--- config.mk ---
export PLATFORM = sky130hd
export DESIGN_NAME = skti_ctrl
export DESIGN_NICKNAME = d
export VERILOG_FILES = /design/src/hw/rtl/skti_pkg.sv /design/src/hw/rtl/skti_ctrl.sv
export SDC_FILE = /design/constraint.sdc
export NUM_CORES = 1
export LEC_CHECK = 0
export ABC_AREA = 1
export BUFFER_PORTS_ARGS = -buffer_cell sky130_fd_sc_hd__buf_2
export CAP_MARGIN = 25
export CORE_MARGIN = 4
export CORE_UTILIZATION = 48
export CTS_CLUSTER_DIAMETER = 200
export CTS_CLUSTER_SIZE = 16
export DETAILED_ROUTE_END_ITERATION = 10
export PLACE_DENSITY = 0.73
export SLEW_MARGIN = 20
export SYNTH_ARGS = -nofsm -noshare
export SYNTH_HDL_FRONTEND = slang
export SYNTH_SLANG_ARGS = --single-unit
export TNS_END_PERCENT = 100
--- constraint.sdc ---
create_clock -name clk -period 2.1 [get_ports clk]
set_input_delay 0.42 -clock clk [delete_from_list [all_inputs] [get_ports clk]]
set_output_delay 0.42 -clock clk [all_outputs]
set_load 0.01 [all_outputs]
--- src/hw/rtl/skti_pkg.sv ---
// Types and constants shared by the sorted keyed table modules.
`default_nettype none

package skti_pkg;

	localparam int unsigned TABLE_DEPTH_DEF = 64;

	// Transaction kinds on the command port.
	typedef enum logic [1:0] {
		KIND_INSERT = 2'd0,
		KIND_CLEAR  = 2'd1,
		KIND_READ   = 2'd2,
		KIND_NOP    = 2'd3
	} kind_t;

	// One stored record; the key is host_id, win_start, window_id in that order.
	typedef struct packed {
		logic [63:0] host_id;
		logic [31:0] win_start;
		logic [63:0] window_id;
		logic [63:0] host_window_id;
		logic [31:0] host_start;
		logic        host_type;
		logic        host_status;
		logic        window_type;
	} rec_t;

	// Which result the datapath loads into its output registers.
	typedef enum logic [2:0] {
		EMIT_OFF     = 3'd0,
		EMIT_NONE    = 3'd1,
		EMIT_CLEAR   = 3'd2,
		EMIT_RD_HIT  = 3'd3,
		EMIT_RD_MISS = 3'd4,
		EMIT_EXIST   = 3'd5,
		EMIT_FULL    = 3'd6,
		EMIT_INS     = 3'd7
	} emit_t;

	// Commands from the controller to the datapath.
	typedef struct packed {
		logic  load;
		logic  rd_mid;
		logic  rd_lo;
		logic  rd_idx;
		logic  step;
		logic  shift_init;
		logic  shift;
		logic  drain;
		logic  insert;
		emit_t emit;
	} cmd_t;

	// Status from the datapath to the controller.
	typedef struct packed {
		kind_t kind;
		logic  ridx_ok;
		logic  lo_lt_hi;
		logic  key_eq;
		logic  lo_lt_cnt;
		logic  tbl_full;
		logic  cnt_gt_lo;
		logic  shift_last;
	} sts_t;

endpackage

`default_nettype wire

--- src/hw/rtl/skti_ctrl.sv ---
// Controller state machine of the sorted keyed table.
`default_nettype none

module skti_ctrl (
	input  logic           clk,
	input  logic           arst_n,
	input  logic           start,
	input  skti_pkg::sts_t sts,
	output skti_pkg::cmd_t cmd,
	output logic           busy
);
	import skti_pkg::*;

	typedef enum logic [8:0] {
		ST_IDLE   = 9'b000000001,
		ST_DISP   = 9'b000000010,
		ST_SRCH   = 9'b000000100,
		ST_CMP    = 9'b000001000,
		ST_CHECK  = 9'b000010000,
		ST_SHIFT  = 9'b000100000,
		ST_DRAIN  = 9'b001000000,
		ST_INSERT = 9'b010000000,
		ST_RDWAIT = 9'b100000000
	} state_t;

	state_t state_q;
	state_t state_nxt;

	assign busy = state_q != ST_IDLE;

	// Next state and datapath commands.
	always_comb begin
		cmd       = '0;
		cmd.emit  = EMIT_OFF;
		state_nxt = state_q;
		case (state_q)
			ST_IDLE: begin
				if (start) begin
					cmd.load  = 1'b1;
					state_nxt = ST_DISP;
				end
			end
			ST_DISP: begin
				case (sts.kind)
					KIND_INSERT: begin
						state_nxt = ST_SRCH;
					end
					KIND_CLEAR: begin
						cmd.emit  = EMIT_CLEAR;
						state_nxt = ST_IDLE;
					end
					KIND_READ: begin
						if (sts.ridx_ok) begin
							cmd.rd_idx = 1'b1;
							state_nxt  = ST_RDWAIT;
						end else begin
							cmd.emit  = EMIT_RD_MISS;
							state_nxt = ST_IDLE;
						end
					end
					default: begin
						cmd.emit  = EMIT_NONE;
						state_nxt = ST_IDLE;
					end
				endcase
			end
			// One probe: read the middle entry, then narrow the bounds; once they meet, read the found slot.
			ST_SRCH: begin
				if (sts.lo_lt_hi) begin
					cmd.rd_mid = 1'b1;
					state_nxt  = ST_CMP;
				end else begin
					cmd.rd_lo = 1'b1;
					state_nxt = ST_CHECK;
				end
			end
			ST_CMP: begin
				cmd.step  = 1'b1;
				state_nxt = ST_SRCH;
			end
			// The entry at the found slot decides between hit, full and insert.
			ST_CHECK: begin
				if (sts.lo_lt_cnt && sts.key_eq) begin
					cmd.emit  = EMIT_EXIST;
					state_nxt = ST_IDLE;
				end else if (sts.tbl_full) begin
					cmd.emit  = EMIT_FULL;
					state_nxt = ST_IDLE;
				end else if (sts.cnt_gt_lo) begin
					cmd.shift_init = 1'b1;
					state_nxt      = ST_SHIFT;
				end else begin
					state_nxt = ST_INSERT;
				end
			end
			ST_SHIFT: begin
				cmd.shift = 1'b1;
				if (sts.shift_last) begin
					state_nxt = ST_DRAIN;
				end
			end
			ST_DRAIN: begin
				cmd.drain = 1'b1;
				state_nxt = ST_INSERT;
			end
			ST_INSERT: begin
				cmd.insert = 1'b1;
				cmd.emit   = EMIT_INS;
				state_nxt  = ST_IDLE;
			end
			ST_RDWAIT: begin
				cmd.emit  = EMIT_RD_HIT;
				state_nxt = ST_IDLE;
			end
			default: begin
				state_nxt = ST_IDLE;
			end
		endcase
	end

	always_ff @(posedge clk or negedge arst_n) begin
		if (!arst_n) begin
			state_q <= ST_IDLE;
		end else begin
			state_q <= state_nxt;
		end
	end

endmodule

`default_nettype wire

==> results of run 1 <==
## path summary, 6_finish.rpt
check,from,end,cells past startpoint
max in group asynchronous,arst_n,state_q[0],2
max reg2reg,state_q[2],state_q[0],8
min,sts[5],state_q[4],2
min reg2reg,state_q[8],state_q[7],3
max,state_q[7],cmd[8],6
min in group asynchronous,arst_n,state_q[3],2
## power breakdown
| group | switching [uW] | internal [uW] | total, uW |
|---|---|---|---|
| Combinational | 155 | 85.3 | 240 |
| Sequential | 16.7 | 199 | 216 |
| Clock | 64.7 | 73.5 | 138 |
## timing repair
item / CTS / global route
endpoints found under the hold margin: 4 / 0
buffers inserted: 0 / 0
hold buffers: 1 / 0
gates resized for setup: 0 / 3
endpoints found under the setup margin: 0 / 1
## area by class of cell
cell class | count | area [sq um] | share of cell area
flip-flops and latches | 9 | 226 | 0.254
multi-input cells | 73 | 413 | 0.462
clock buffers | 4 | 26.3 | 0.0294
well taps | 15 | 18.8 | 0.0210
repair buffers | 25 | 130 | 0.146
inverters | 21 | 78.8 | 0.0882
## logic make-up after synthesis
logic type	Yosys count	share of synthesized area
AOI/OAI and AO/OA	6	0.0638
buffers and inverters	21	0.112
DFF	9	0.321
and+or+nand+nor	67	0.504
## layer usage
layer / GRT usage / up-vias / share of wire / wire, um
li1: - / 391 / - / -
met1: 0.255 / 319 / 0.48 / 830
met2: 0.305 / 21 / 0.44 / 763
met3: 0.0625 / 2 / 0.066 / 114
met4: 0.0170 / 0 / 0.0064 / 11
met5: 0 / - / 0 / 0
## Yosys cell counts, types with 2 or more instances
| cell | number | area (sq um) |
|---|---|---|
| sky130_fd_sc_hd__nor4_1 | 2 | 12.5 |
| sky130_fd_sc_hd__nand4_1 | 3 | 18.8 |
| sky130_fd_sc_hd__inv_2 | 2 | 7.51 |
| sky130_fd_sc_hd__inv_1 | 18 | 67.6 |
| sky130_fd_sc_hd__nor2_1 | 20 | 75.1 |
| sky130_fd_sc_hd__nor2_4 | 2 | 22.5 |
| sky130_fd_sc_hd__nor2_2 | 4 | 25.0 |
| sky130_fd_sc_hd__dfrtp_1 | 8 | 200 |
| sky130_fd_sc_hd__nand3_1 | 14 | 70.1 |
| sky130_fd_sc_hd__nand2_2 | 2 | 12.5 |
| sky130_fd_sc_hd__nand2_1 | 14 | 52.6 |
## worst max-delay path, cell delays in order (launching register included)
cell	delay, ns
sky130_fd_sc_hd__dfrtp_1	0.46
sky130_fd_sc_hd__nor2_4	0.18
sky130_fd_sc_hd__nand3_4	0.13
sky130_fd_sc_hd__inv_2	0.08
sky130_fd_sc_hd__nand2_2	0.06
sky130_fd_sc_hd__nor4_1	0.20
sky130_fd_sc_hd__buf_2	0.19
## metrics by stage
stage	total power (uW)	hold WS [ns]	cell area, sq um	worst slack, ns	std cells
2_1_floorplan	378	0.124	706	0.517	103
3_3_place_gp	444	0.286	845	0.438	142
3_5_place_dp	450	0.289	845	0.414	142
4_1_cts	594	0.333	881	0.103	147
5_1_grt	642	0.341	893	-0.0150	147
6_report	594	0.341	893	0.114	147
==> flow_summary.html, run 1 <==
<table>
<tr><th>Metric</th><th>Value</th></tr>
<tr><th colspan="2">Placed design</th></tr>
<tr><td>Count of buffers inserted at the top-level ports</td><td>24</td></tr>
<tr><td>Post-detail-place hpwl</td><td>1.45 mm</td></tr>
<tr><td>GPL Wtd Cong</td><td>0.808</td></tr>
<tr><th colspan="2">Clock tree</th></tr>
<tr><td>CTS tree</td><td>done</td></tr>
<tr><td>Total number of H-tree levels</td><td>1</td></tr>
<tr><td>Total CTS buffers</td><td>3</td></tr>
<tr><td>Maximum buffer depth of the clock tree</td><td>2</td></tr>
<tr><td>Clk Tree Root Cell</td><td>sky130_fd_sc_hd__clkbuf_4</td></tr>
<tr><td>CTS Sinks</td><td>9</td></tr>
<tr><td>Reg clk slew, reported paths</td><td>0.06 ns</td></tr>
<tr><td>Latest clock arrival within the worst-skew pair</td><td>0.27 ns</td></tr>
<tr><th colspan="2">Global route</th></tr>
<tr><td>Pin count of the biggest net entering global routing</td><td>10</td></tr>
<tr><td>Tot GR Track Use</td><td>0.190</td></tr>
<tr><td>Number of global-route vias before repair</td><td>725</td></tr>
<tr><td>Overflow left after global routing</td><td>0</td></tr>
<tr><td>Global-route wire length before repair</td><td>2.99 mm</td></tr>
<tr><td>Number of antenna violations at the first check in global routing</td><td>0</td></tr>
<tr><th colspan="2">Floorplan</th></tr>
<tr><td>Die span in x</td><td>46.3 um</td></tr>
<tr><td>Die height</td><td>46.3 um</td></tr>
<tr><td>Overall die area</td><td>2150 sq um</td></tr>
<tr><td>Number of standard-cell rows in the floorplan</td><td>13</td></tr>
<tr><td>Effective utilization at floorplan</td><td>0.523</td></tr>
<tr><td>Core Region</td><td>1350 sq um</td></tr>
<tr><td>Number of ports placed on the die boundary</td><td>25</td></tr>
<tr><th colspan="2">Cells and area</th></tr>
<tr><td>Most common cell after layout, fill and taps aside</td><td>sky130_fd_sc_hd__buf_2</td></tr>
<tr><td>Flip-flop count of the largest register, all copies and words added</td><td>9</td></tr>
<tr><td>Commonest non-fill, non-tap cells in the layout</td><td>sky130_fd_sc_hd__buf_2 (24), sky130_fd_sc_hd__nor2_1 (19), sky130_fd_sc_hd__inv_1 (18)</td></tr>
<tr><td>Antenna cell count</td><td>0</td></tr>
<tr><td>Count of nets after finishing</td><td>145</td></tr>
<tr><td>Area growth from synthesis to final layout</td><td>26.6%</td></tr>
<tr><td>Filler cell count</td><td>131</td></tr>
<tr><td>Finished Core Util</td><td>0.662</td></tr>
<tr><td>Biggest registers after layout</td><td>state_q: 9 flops</td></tr>
<tr><td>Most flops, register</td><td>state_q</td></tr>
<tr><td>Share of layout cells above drive strength 1</td><td>0.348</td></tr>
<tr><th colspan="2">Synthesis</th></tr>
<tr><td>EDFF count, synth</td><td>0</td></tr>
<tr><td>Fraction of synthesis flops using an asynchronous set or reset pin</td><td>1.00</td></tr>
<tr><td>Warnings from Yosys</td><td>0</td></tr>
<tr><td>Register bit total from synthesis</td><td>9</td></tr>
<tr><td>Avg Synthesized Cell Area</td><td>6.85 sq um</td></tr>
<tr><td>Synth Instances</td><td>103</td></tr>
<tr><td>Share of the yosys chip area belonging to registers</td><td>0.321</td></tr>
<tr><td>Main synth FF type</td><td>sky130_fd_sc_hd__dfrtp_1</td></tr>
<tr><td>Post-synthesis instance area</td><td>706 sq um</td></tr>
<tr><td>Synthesized net count</td><td>115</td></tr>
<tr><td>Post-synthesis cell type count</td><td>25</td></tr>
<tr><th colspan="2">Timing</th></tr>
<tr><td>Total Negative Setup Slacks</td><td>0 ns</td></tr>
<tr><td>Clock period minus final worst setup slack</td><td>1.99 ns</td></tr>
<tr><td>Final slew viol count</td><td>0</td></tr>
<tr><td>Slew at the pin closest to its max-slew limit</td><td>0.275 ns</td></tr>
<tr><td>Setup repair after global routing missed its margin</td><td>yes</td></tr>
<tr><td>Fmax</td><td>0.503 GHz</td></tr>
<tr><td>Fin. Hold Viols</td><td>0</td></tr>
<tr><td>Relative slew slack</td><td>0.815</td></tr>
<tr><td>Final setup vio count</td><td>0</td></tr>
<tr><td>Clk_skew</td><td>0.00315 ns</td></tr>
<tr><td>Post-route fraction of the period consumed by the critical path</td><td>0.946</td></tr>
<tr><th colspan="2">Power</th></tr>
<tr><td>Worst-case vdd ir drop</td><td>0.437 mV</td></tr>
<tr><td>Pleak</td><td>0.000518 uW</td></tr>
<tr><td>Power density over cell area</td><td>665 nW/um^2</td></tr>
<tr><th colspan="2">Flow run</th></tr>
<tr><td>Max-cap check violation count</td><td>0</td></tr>
<tr><th colspan="2">Outcome</th></tr>
<tr><td>Run status</td><td>completed</td></tr>
<tr><th colspan="2">Detailed routing</th></tr>
<tr><td>Avg WL per Cell</td><td>11.7 um</td></tr>
<tr><td>Detailed-route vias per instance</td><td>4.99</td></tr>
<tr><td>Vias post-DR</td><td>733</td></tr>
<tr><td>Remaining number of nets flagged by the antenna check after routing</td><td>0</td></tr>
<tr><td>Initial detailed-routing violation count</td><td>21</td></tr>
<tr><td>Final wirelength</td><td>1.72 mm</td></tr>
<tr><td>DRC violation count after routing</td><td>0</td></tr>
<tr><td>Count of TritonRoute iterations in the first routing pass</td><td>4</td></tr>
<tr><th colspan="2">Setup path</th></tr>
<tr><td>Worst Setup End Kind</td><td>output port</td></tr>
<tr><td>Worst EP required</td><td>1.68 ns</td></tr>
<tr><td>Type of element launching the critical path</td><td>register</td></tr>
<tr><td>Minimum setup slack among reg-to-reg paths</td><td>0.81 ns</td></tr>
<tr><td>Peak fanout along the critical path</td><td>6</td></tr>
<tr><td>Worst EP arrival</td><td>1.57 ns</td></tr>
<tr><td>Critical setup path kind</td><td>reg2out</td></tr>
<tr><th colspan="2">Hold path</th></tr>
<tr><td>HP Class</td><td>in2reg</td></tr>
</table>
Note: power is estimated with default switching activity, not from simulation.
==> inputs of run 2 (changes only) <==
- CORE_ASPECT_RATIO: default -> 1.25
- CORE_UTILIZATION: 48 -> 35
- PLACE_DENSITY: 0.73 -> 0.58
- clock period: 2.1 -> 1.6 ns (I/O delays scaled with it)
==> flow_summary.html, run 2 (synthesized netlist as in run 1, its figures left out) <==
<table>
<tr><th>Metric</th><th>Value</th></tr>
<tr><th colspan="2">Detailed routing</th></tr>
<tr><td>Detailed-route vias per instance</td><td>4.91 (was 4.99)</td></tr>
<tr><td>Initial detailed-routing violation count</td><td>22 (was 21)</td></tr>
<tr><td>Remaining number of nets flagged by the antenna check after routing</td><td>0 (unchanged)</td></tr>
<tr><td>DRC violation count after routing</td><td>0 (unchanged)</td></tr>
<tr><td>Vias post-DR</td><td>840 (was 733)</td></tr>
<tr><td>Avg WL per Cell</td><td>12.3 um (was 11.7 um)</td></tr>
<tr><td>Count of TritonRoute iterations in the first routing pass</td><td>4 (unchanged)</td></tr>
<tr><td>Final wirelength</td><td>2.10 mm (was 1.72 mm)</td></tr>
<tr><th colspan="2">Cells and area</th></tr>
<tr><td>Commonest non-fill, non-tap cells in the layout</td><td>sky130_fd_sc_hd__buf_2 (20), sky130_fd_sc_hd__buf_4 (16), sky130_fd_sc_hd__nor2_1 (14) (was sky130_fd_sc_hd__buf_2 (24), sky130_fd_sc_hd__nor2_1 (19), sky130_fd_sc_hd__inv_1 (18))</td></tr>
<tr><td>Flip-flop count of the largest register, all copies and words added</td><td>9 (unchanged)</td></tr>
<tr><td>Most common cell after layout, fill and taps aside</td><td>sky130_fd_sc_hd__buf_2 (unchanged)</td></tr>
<tr><td>Area growth from synthesis to final layout</td><td>63.3% (was 26.6%)</td></tr>
<tr><td>Share of layout cells above drive strength 1</td><td>0.546 (was 0.348)</td></tr>
<tr><td>Count of nets after finishing</td><td>165 (was 145)</td></tr>
<tr><td>Biggest registers after layout</td><td>state_q: 9 flops (unchanged)</td></tr>
<tr><td>Most flops, register</td><td>state_q (unchanged)</td></tr>
<tr><td>Antenna cell count</td><td>0 (unchanged)</td></tr>
<tr><th colspan="2">Timing</th></tr>
<tr><td>Final slew viol count</td><td>0 (unchanged)</td></tr>
<tr><td>Fin. Hold Viols</td><td>0 (unchanged)</td></tr>
<tr><td>Relative slew slack</td><td>0.829 (was 0.815)</td></tr>
<tr><td>Final setup vio count</td><td>12 (was 0)</td></tr>
<tr><td>Slew at the pin closest to its max-slew limit</td><td>0.256 ns (was 0.275 ns)</td></tr>
<tr><td>Clock period minus final worst setup slack</td><td>1.83 ns</td></tr>
<tr><td>Fmax</td><td>0.547 GHz</td></tr>
<tr><td>Least setup slack across all paths after layout</td><td>-0.227 ns (was 0.114 ns)</td></tr>
<tr><td>Clk_skew</td><td>0.000689 ns (was 0.00315 ns)</td></tr>
<tr><td>Worst slack on hold paths</td><td>0.221 ns (was 0.341 ns)</td></tr>
<tr><td>Setup repair after global routing missed its margin</td><td>yes (unchanged)</td></tr>
<tr><td>Post-route fraction of the period consumed by the critical path</td><td>1.14</td></tr>
<tr><th colspan="2">Power</th></tr>
<tr><td>Combinational share of power</td><td>0.521 (was 0.404)</td></tr>
<tr><td>Cell-internal power</td><td>599 uW (was 358 uW)</td></tr>
<tr><td>Fraction of power spent switching nets</td><td>0.400 (was 0.398)</td></tr>
<tr><td>Total net switching power</td><td>399 uW (was 236 uW)</td></tr>
<tr><td>Power share of the sequential group</td><td>0.294 (was 0.363)</td></tr>
<tr><td>Pleak</td><td>0.000617 uW (was 0.000518 uW)</td></tr>
<tr><td>Power density over cell area</td><td>866 nW/um^2 (was 665 nW/um^2)</td></tr>
<tr><td>Worst-case vdd ir drop</td><td>0.558 mV (was 0.437 mV)</td></tr>
<tr><td>Clock share of power</td><td>0.185 (was 0.233)</td></tr>
<tr><td>Post-route total power</td><td>998 uW (was 594 uW)</td></tr>
<tr><th colspan="2">Setup path</th></tr>
<tr><td>Type of element launching the critical path</td><td>register (unchanged)</td></tr>
<tr><td>Reg-to-reg startpoint</td><td>state_q[3] (was state_q[2])</td></tr>
<tr><td>Minimum setup slack among reg-to-reg paths</td><td>0.12 ns (was 0.81 ns)</td></tr>
<tr><td>Peak fanout along the critical path</td><td>4 (was 6)</td></tr>
<tr><td>Worst EP required</td><td>1.28 ns (was 1.68 ns)</td></tr>
<tr><td>Critical path startpoint</td><td>state_q[3] (was state_q[7])</td></tr>
<tr><td>Worst EP arrival</td><td>1.51 ns (was 1.57 ns)</td></tr>
<tr><td>FF-to-FF End</td><td>state_q[0] (unchanged)</td></tr>
<tr><td>Critical setup path kind</td><td>reg2out (unchanged)</td></tr>
<tr><td>Worst Setup End Kind</td><td>output port (unchanged)</td></tr>
<tr><td>Length in cells of the worst reg-to-reg path</td><td>11 (was 8)</td></tr>
<tr><th colspan="2">Placed design</th></tr>
<tr><td>Post-detail-place hpwl</td><td>1.41 mm (was 1.45 mm)</td></tr>
<tr><td>GPL Wtd Cong</td><td>0.836 (was 0.808)</td></tr>
<tr><td>Count of buffers inserted at the top-level ports</td><td>24 (unchanged)</td></tr>
<tr><th colspan="2">Hold path</th></tr>
<tr><td>Startpoint of the most critical hold path</td><td>sts[5] (unchanged)</td></tr>
<tr><td>Worst min-delay path endpoint</td><td>state_q[4] (unchanged)</td></tr>
<tr><td>Instance count along the most critical hold path</td><td>2 (unchanged)</td></tr>
<tr><td>HP Class</td><td>in2reg (unchanged)</td></tr>
<tr><th colspan="2">Global route</th></tr>
<tr><td>Pin count of the biggest net entering global routing</td><td>10 (unchanged)</td></tr>
<tr><td>Global-route wire length before repair</td><td>2.96 mm (was 2.99 mm)</td></tr>
<tr><td>Number of antenna violations at the first check in global routing</td><td>0 (unchanged)</td></tr>
<tr><td>Overflow left after global routing</td><td>0 (unchanged)</td></tr>
<tr><td>Tot GR Track Use</td><td>0.149 (was 0.190)</td></tr>
<tr><td>Number of global-route vias before repair</td><td>728 (was 725)</td></tr>
<tr><th colspan="2">Clock tree</th></tr>
<tr><td>CTS Sinks</td><td>9 (unchanged)</td></tr>
<tr><td>Maximum buffer depth of the clock tree</td><td>2 (unchanged)</td></tr>
<tr><td>Reg clk slew, reported paths</td><td>0.06 ns (about the same)</td></tr>
<tr><td>Clk Tree Root Cell</td><td>sky130_fd_sc_hd__clkbuf_4 (unchanged)</td></tr>
<tr><td>CTS tree</td><td>done (unchanged)</td></tr>
<tr><td>Total number of H-tree levels</td><td>1 (unchanged)</td></tr>
<tr><td>Total CTS buffers</td><td>3 (unchanged)</td></tr>
<tr><td>Latest clock arrival within the worst-skew pair</td><td>0.27 ns (about the same)</td></tr>
<tr><th colspan="2">Floorplan</th></tr>
<tr><td>Die span in x</td><td>48.2 um (was 46.3 um)</td></tr>
<tr><td>Overall die area</td><td>2800 sq um (was 2150 sq um)</td></tr>
<tr><td>Die height</td><td>58.2 um (was 46.3 um)</td></tr>
<tr><td>Core Region</td><td>1850 sq um (was 1350 sq um)</td></tr>
<tr><td>Number of ports placed on the die boundary</td><td>25 (unchanged)</td></tr>
<tr><td>Effective utilization at floorplan</td><td>0.381 (was 0.523)</td></tr>
<tr><td>Number of standard-cell rows in the floorplan</td><td>17 (was 13)</td></tr>
<tr><th colspan="2">Flow run</th></tr>
<tr><td>Max-cap check violation count</td><td>0 (unchanged)</td></tr>
<tr><th colspan="2">Outcome</th></tr>
<tr><td>Run status</td><td>finished with violations (was completed)</td></tr>
<tr><td>Failing checks</td><td>negative setup slack</td></tr>
</table>
## run 2: stage by stage
step	cells	cell area (sq um)	util	setup TNS [ns]	setup WS [ns]
final	171	1150	0.623	-2.00	-0.227
after global routing	171	1150	0.623	-3.01	-0.308
after CTS	163	1010	0.547	-1.98	-0.218
after detailed placement	149	872	0.471	0	0.0312
after global placement	149	872	0.471	0	0.0414
after floorplan	103	706	-	0	0.117
## run 2: what timing repair did
| action | CTS | global route |
|---|---|---|
| hold endpoints to repair | 8 | 0 |
| endpoints found under the setup margin | 13 | 14 |
| resized for setup | 11 | 23 |
| hold buffers | 1 | 0 |
| pin swaps | 6 | 9 |
| buffers inserted | 9 | 9 |
## run 2: critical path: stages (launching register included)
cell and delay, ns:
sky130_fd_sc_hd__dfrtp_1 0.42, sky130_fd_sc_hd__nor2_4 0.18, sky130_fd_sc_hd__nand2_4 0.10, sky130_fd_sc_hd__nor2_4 0.15
sky130_fd_sc_hd__nand2_4 0.08, sky130_fd_sc_hd__o211ai_1 0.16, sky130_fd_sc_hd__buf_2 0.15
## run 2: routing by layer
layer,global-route usage,share of wire,up-vias
met3,0.0186,0.057,7
met5,0,0,-
li1,-,-,430
met2,0.235,0.50,36
met4,0.0923,0.033,0
met1,0.182,0.41,367
## run 2: cell type report
type / count / area (sq um)
clock buffers: 4 / 26.3
fillers: 153 / 698
inverters: 21 / 78.8
multi-input cells: 73 / 474
flip-flops and latches: 9 / 229
well taps: 19 / 23.8
repair buffers: 45 / 320
## run 2: worst max-delay path by stage
stage	slack, ns	cells after the start	endpoint
2_1_floorplan	0.12	5	cmd[8]
4_1_cts	-0.22	6	cmd[2]
5_1_grt	-0.31	6	cmd[2]
6_report	-0.23	6	cmd[0]
3_3_place_gp	0.04	6	cmd[0]
3_5_place_dp	0.03	6	cmd[0]
## run 2: power by group through the flow
stage / combinational, uW / sequential [uW] / clock, uW
global route: 570 / 295 / 199
finish: 520 / 293 / 184
CTS: 390 / 279 / 188
floorplan: 215 / 281 / 0
global placement: 320 / 285 / 0
detailed placement: 322 / 285 / 0
==> inputs of run 3 (changes only) <==
- CTS_CLUSTER_SIZE: 16 -> default
- MAX_ROUTING_LAYER: default -> met4
- SKIP_LAST_GASP: default -> 1
==> flow_summary.html, run 3 (synthesized netlist as in run 1, its figures left out) <==
<table>
<tr><th>Metric</th><th>Value</th></tr>
<tr><th colspan="2">Clock tree</th></tr>
<tr><td>Clk Tree Root Cell</td><td>sky130_fd_sc_hd__clkbuf_4 (unchanged)</td></tr>
<tr><td>Total CTS buffers</td><td>3 (unchanged)</td></tr>
<tr><td>Latest clock arrival within the worst-skew pair</td><td>0.27 ns (about the same)</td></tr>
<tr><td>CTS tree</td><td>done (unchanged)</td></tr>
<tr><td>Maximum buffer depth of the clock tree</td><td>2 (unchanged)</td></tr>
<tr><td>Reg clk slew, reported paths</td><td>0.07 ns (was 0.06 ns)</td></tr>
<tr><td>Total number of H-tree levels</td><td>1 (unchanged)</td></tr>
<tr><td>CTS Sinks</td><td>9 (unchanged)</td></tr>
<tr><th colspan="2">Timing</th></tr>
<tr><td>Total Negative Setup Slacks</td><td>-1.92 ns (was -2.00 ns)</td></tr>
<tr><td>Fin. Hold Viols</td><td>0 (unchanged)</td></tr>
<tr><td>Least setup slack across all paths after layout</td><td>-0.222 ns (was -0.227 ns)</td></tr>
<tr><td>Slew at the pin closest to its max-slew limit</td><td>0.257 ns (was 0.256 ns)</td></tr>
<tr><td>Final setup vio count</td><td>12 (unchanged)</td></tr>
<tr><td>Clk_skew</td><td>0.00173 ns (was 0.000689 ns)</td></tr>
<tr><td>Fmax</td><td>0.549 GHz (was 0.547 GHz)</td></tr>
<tr><td>Clock period minus final worst setup slack</td><td>1.82 ns (was 1.83 ns)</td></tr>
<tr><td>Setup repair after global routing missed its margin</td><td>yes (unchanged)</td></tr>
<tr><td>Relative slew slack</td><td>0.828 (was 0.829)</td></tr>
<tr><td>Final slew viol count</td><td>0 (unchanged)</td></tr>
<tr><td>Post-route fraction of the period consumed by the critical path</td><td>1.14 (about the same)</td></tr>
<tr><th colspan="2">Cells and area</th></tr>
<tr><td>Filler cell count</td><td>155 (was 153)</td></tr>
<tr><td>Area growth from synthesis to final layout</td><td>62.1% (was 63.3%)</td></tr>
<tr><td>Post-route standard cell area excluding fillers</td><td>1140 sq um (was 1150 sq um)</td></tr>
<tr><td>Antenna cell count</td><td>0 (unchanged)</td></tr>
<tr><td>Register cell area after layout</td><td>229 sq um (unchanged)</td></tr>
<tr><td>Commonest non-fill, non-tap cells in the layout</td><td>sky130_fd_sc_hd__buf_2 (21), sky130_fd_sc_hd__buf_4 (16), sky130_fd_sc_hd__nor2_1 (15) (was sky130_fd_sc_hd__buf_2 (20), sky130_fd_sc_hd__buf_4 (16), sky130_fd_sc_hd__nor2_1 (14))</td></tr>
<tr><td>Most flops, register</td><td>state_q (unchanged)</td></tr>
<tr><td>Share of layout cells above drive strength 1</td><td>0.539 (was 0.546)</td></tr>
<tr><td>Biggest registers after layout</td><td>state_q: 9 flops (unchanged)</td></tr>
<tr><td>Most common cell after layout, fill and taps aside</td><td>sky130_fd_sc_hd__buf_2 (unchanged)</td></tr>
<tr><td>Finished Core Util</td><td>0.618 (was 0.623)</td></tr>
<tr><td>Flip-flop count of the largest register, all copies and words added</td><td>9 (unchanged)</td></tr>
<tr><td>Count of nets after finishing</td><td>165 (unchanged)</td></tr>
<tr><td>Multi-input combinational cell area</td><td>472 sq um (was 474 sq um)</td></tr>
<tr><th colspan="2">Power</th></tr>
<tr><td>Post-route total power</td><td>967 uW (was 998 uW)</td></tr>
<tr><td>Combinational share of power</td><td>0.505 (was 0.521)</td></tr>
<tr><td>Total net switching power</td><td>386 uW (was 399 uW)</td></tr>
<tr><td>Power density over cell area</td><td>846 nW/um^2 (was 866 nW/um^2)</td></tr>
<tr><td>Power share of the sequential group</td><td>0.302 (was 0.294)</td></tr>
<tr><td>Worst-case vdd ir drop</td><td>0.563 mV (was 0.558 mV)</td></tr>
<tr><td>Pleak</td><td>0.000615 uW (was 0.000617 uW)</td></tr>
<tr><td>Clock share of power</td><td>0.193 (was 0.185)</td></tr>
<tr><td>Cell-internal power</td><td>581 uW (was 599 uW)</td></tr>
<tr><td>Fraction of power spent switching nets</td><td>0.400 (about the same)</td></tr>
<tr><th colspan="2">Global route</th></tr>
<tr><td>Number of antenna violations at the first check in global routing</td><td>0 (unchanged)</td></tr>
<tr><td>Number of global-route vias before repair</td><td>729 (was 728)</td></tr>
<tr><td>Tot GR Track Use</td><td>0.153 (was 0.149)</td></tr>
<tr><td>Overflow left after global routing</td><td>0 (unchanged)</td></tr>
<tr><td>Global-route wire length before repair</td><td>2.97 mm (was 2.96 mm)</td></tr>
<tr><td>Pin count of the biggest net entering global routing</td><td>10 (unchanged)</td></tr>
<tr><th colspan="2">Setup path</th></tr>
<tr><td>Critical setup path kind</td><td>reg2out (unchanged)</td></tr>
<tr><td>Highest-delay cell along the critical path</td><td>sky130_fd_sc_hd__dfrtp_1 (unchanged)</td></tr>
<tr><td>Minimum setup slack among reg-to-reg paths</td><td>0.14 ns (was 0.12 ns)</td></tr>
<tr><td>CP max stage delay</td><td>0.41 ns (was 0.42 ns)</td></tr>
<tr><td>Type of element launching the critical path</td><td>register (unchanged)</td></tr>
<tr><td>Top delay family on crit path</td><td>simple AND/OR/NAND/NOR gates (unchanged)</td></tr>
<tr><td>Length in cells of the worst reg-to-reg path</td><td>11 (unchanged)</td></tr>
<tr><td>Peak fanout along the critical path</td><td>4 (unchanged)</td></tr>
<tr><td>Reg-to-reg startpoint</td><td>state_q[3] (unchanged)</td></tr>
<tr><td>Worst EP arrival</td><td>1.50 ns (was 1.51 ns)</td></tr>
<tr><td>Worst Setup End Kind</td><td>output port (unchanged)</td></tr>
<tr><td>Worst EP required</td><td>1.28 ns (about the same)</td></tr>
<tr><td>Buffers &amp; Inverters on Critical Path</td><td>1 (unchanged)</td></tr>
<tr><td>FF-to-FF End</td><td>state_q[0] (unchanged)</td></tr>
<tr><td>Series of cell instances along the critical path</td><td>nor2_4 &gt; nand2_4 &gt; nor2_4 &gt; nand2_4 &gt; o211ai_1 &gt; buf_2 (unchanged)</td></tr>
<tr><th colspan="2">Hold path</th></tr>
<tr><td>Worst min-delay path endpoint</td><td>state_q[4] (unchanged)</td></tr>
<tr><td>Instance count along the most critical hold path</td><td>2 (unchanged)</td></tr>
<tr><td>HP Class</td><td>in2reg (unchanged)</td></tr>
<tr><td>Startpoint of the most critical hold path</td><td>sts[5] (unchanged)</td></tr>
<tr><th colspan="2">Floorplan</th></tr>
<tr><td>Die height</td><td>58.2 um (unchanged)</td></tr>
<tr><td>Effective utilization at floorplan</td><td>0.381 (unchanged)</td></tr>
<tr><td>Number of standard-cell rows in the floorplan</td><td>17 (unchanged)</td></tr>
<tr><td>Number of ports placed on the die boundary</td><td>25 (unchanged)</td></tr>
<tr><td>Die span in x</td><td>48.2 um (unchanged)</td></tr>
<tr><td>Overall die area</td><td>2800 sq um (unchanged)</td></tr>
<tr><td>Core Region</td><td>1850 sq um (unchanged)</td></tr>
<tr><th colspan="2">Placed design</th></tr>
<tr><td>GPL Wtd Cong</td><td>0.849 (was 0.836)</td></tr>
<tr><td>Count of buffers inserted at the top-level ports</td><td>24 (unchanged)</td></tr>
<tr><td>Setup slack after placement</td><td>0.0312 ns (unchanged)</td></tr>
<tr><td>Total placed instance area</td><td>872 sq um (unchanged)</td></tr>
<tr><td>Post-detail-place hpwl</td><td>1.41 mm (unchanged)</td></tr>
<tr><th colspan="2">Flow run</th></tr>
<tr><td>Max-cap check violation count</td><td>0 (unchanged)</td></tr>
<tr><th colspan="2">Detailed routing</th></tr>
<tr><td>Vias post-DR</td><td>822 (was 840)</td></tr>
<tr><td>Count of TritonRoute iterations in the first routing pass</td><td>4 (unchanged)</td></tr>
<tr><td>DRC violation count after routing</td><td>0 (unchanged)</td></tr>
<tr><td>Detailed-route vias per instance</td><td>4.81 (was 4.91)</td></tr>
<tr><td>Initial detailed-routing violation count</td><td>9 (was 22)</td></tr>
<tr><td>Final wirelength</td><td>2.04 mm (was 2.10 mm)</td></tr>
<tr><td>Remaining number of nets flagged by the antenna check after routing</td><td>0 (unchanged)</td></tr>
<tr><td>Avg WL per Cell</td><td>11.9 um (was 12.3 um)</td></tr>
<tr><th colspan="2">Outcome</th></tr>
<tr><td>Run status</td><td>finished with violations (unchanged)</td></tr>
<tr><td>Failing checks</td><td>negative setup slack (unchanged)</td></tr>
</table>
## run 3: changes by cell type in the layout (fill, tap and decap cells not counted)
cell and change:
sky130_fd_sc_hd__buf_6 -1, sky130_fd_sc_hd__nor2_1 +1, sky130_fd_sc_hd__buf_2 +1, sky130_fd_sc_hd__nor2_2 -1
## run 3: power groups by stage
| stage | combinational, uW | clock, uW | sequential (uW) |
|---|---|---|---|
| final | 488 | 187 | 292 |
| after global routing | 537 | 199 | 295 |
| after CTS | 390 | 188 | 279 |
| after detailed placement | 322 | 0 | 285 |
| after global placement | 320 | 0 | 285 |
| after floorplan | 215 | 0 | 281 |
## run 3: worst max path at each step
stage	cells past startpoint	slack (ns)	end	from
CTS	6	-0.22	cmd[2]	state_q[6]
detailed placement	6	0.03	cmd[0]	state_q[7]
floorplan	5	0.12	cmd[8]	state_q[7]
global placement	6	0.04	cmd[0]	state_q[7]
global route	6	-0.30	cmd[0]	state_q[3]
finish	6	-0.22	cmd[0]	state_q[3]
## run 3: per-layer routing
layer,track usage,up-vias,part of all wire
li1,-,431,-
met1,0.182,361,0.43
met2,0.235,26,0.50
met3,0.0186,4,0.052
met4,0.0923,0,0.019
met5,-,-,0
## run 3: final cells by class
class                   instances  share of cell area
multi-input cells              73               0.412
repair buffers                 45               0.275
flip-flops and latches          9               0.200
inverters                      21              0.0689
clock buffers                   4              0.0230
well taps                      19              0.0208
## run 3: stage by stage
| step | instances | hold WS (ns) |
|---|---|---|
| floorplan | 103 | 0.0244 |
| global placement | 149 | 0.187 |
| detailed placement | 149 | 0.187 |
| CTS | 163 | 0.222 |
| global route | 171 | 0.228 |
| finish | 171 | 0.221 |
## run 3: timing repair
| action | CTS | global route |
|---|---|---|
| endpoints found under the setup margin | 13 | 14 |
| buffers inserted | 9 | 9 |
| resized for setup | 11 | 21 |
| pin swaps | 6 | 9 |
| hold endpoints to repair | 8 | 0 |
| hold buffers | 1 | 0 |
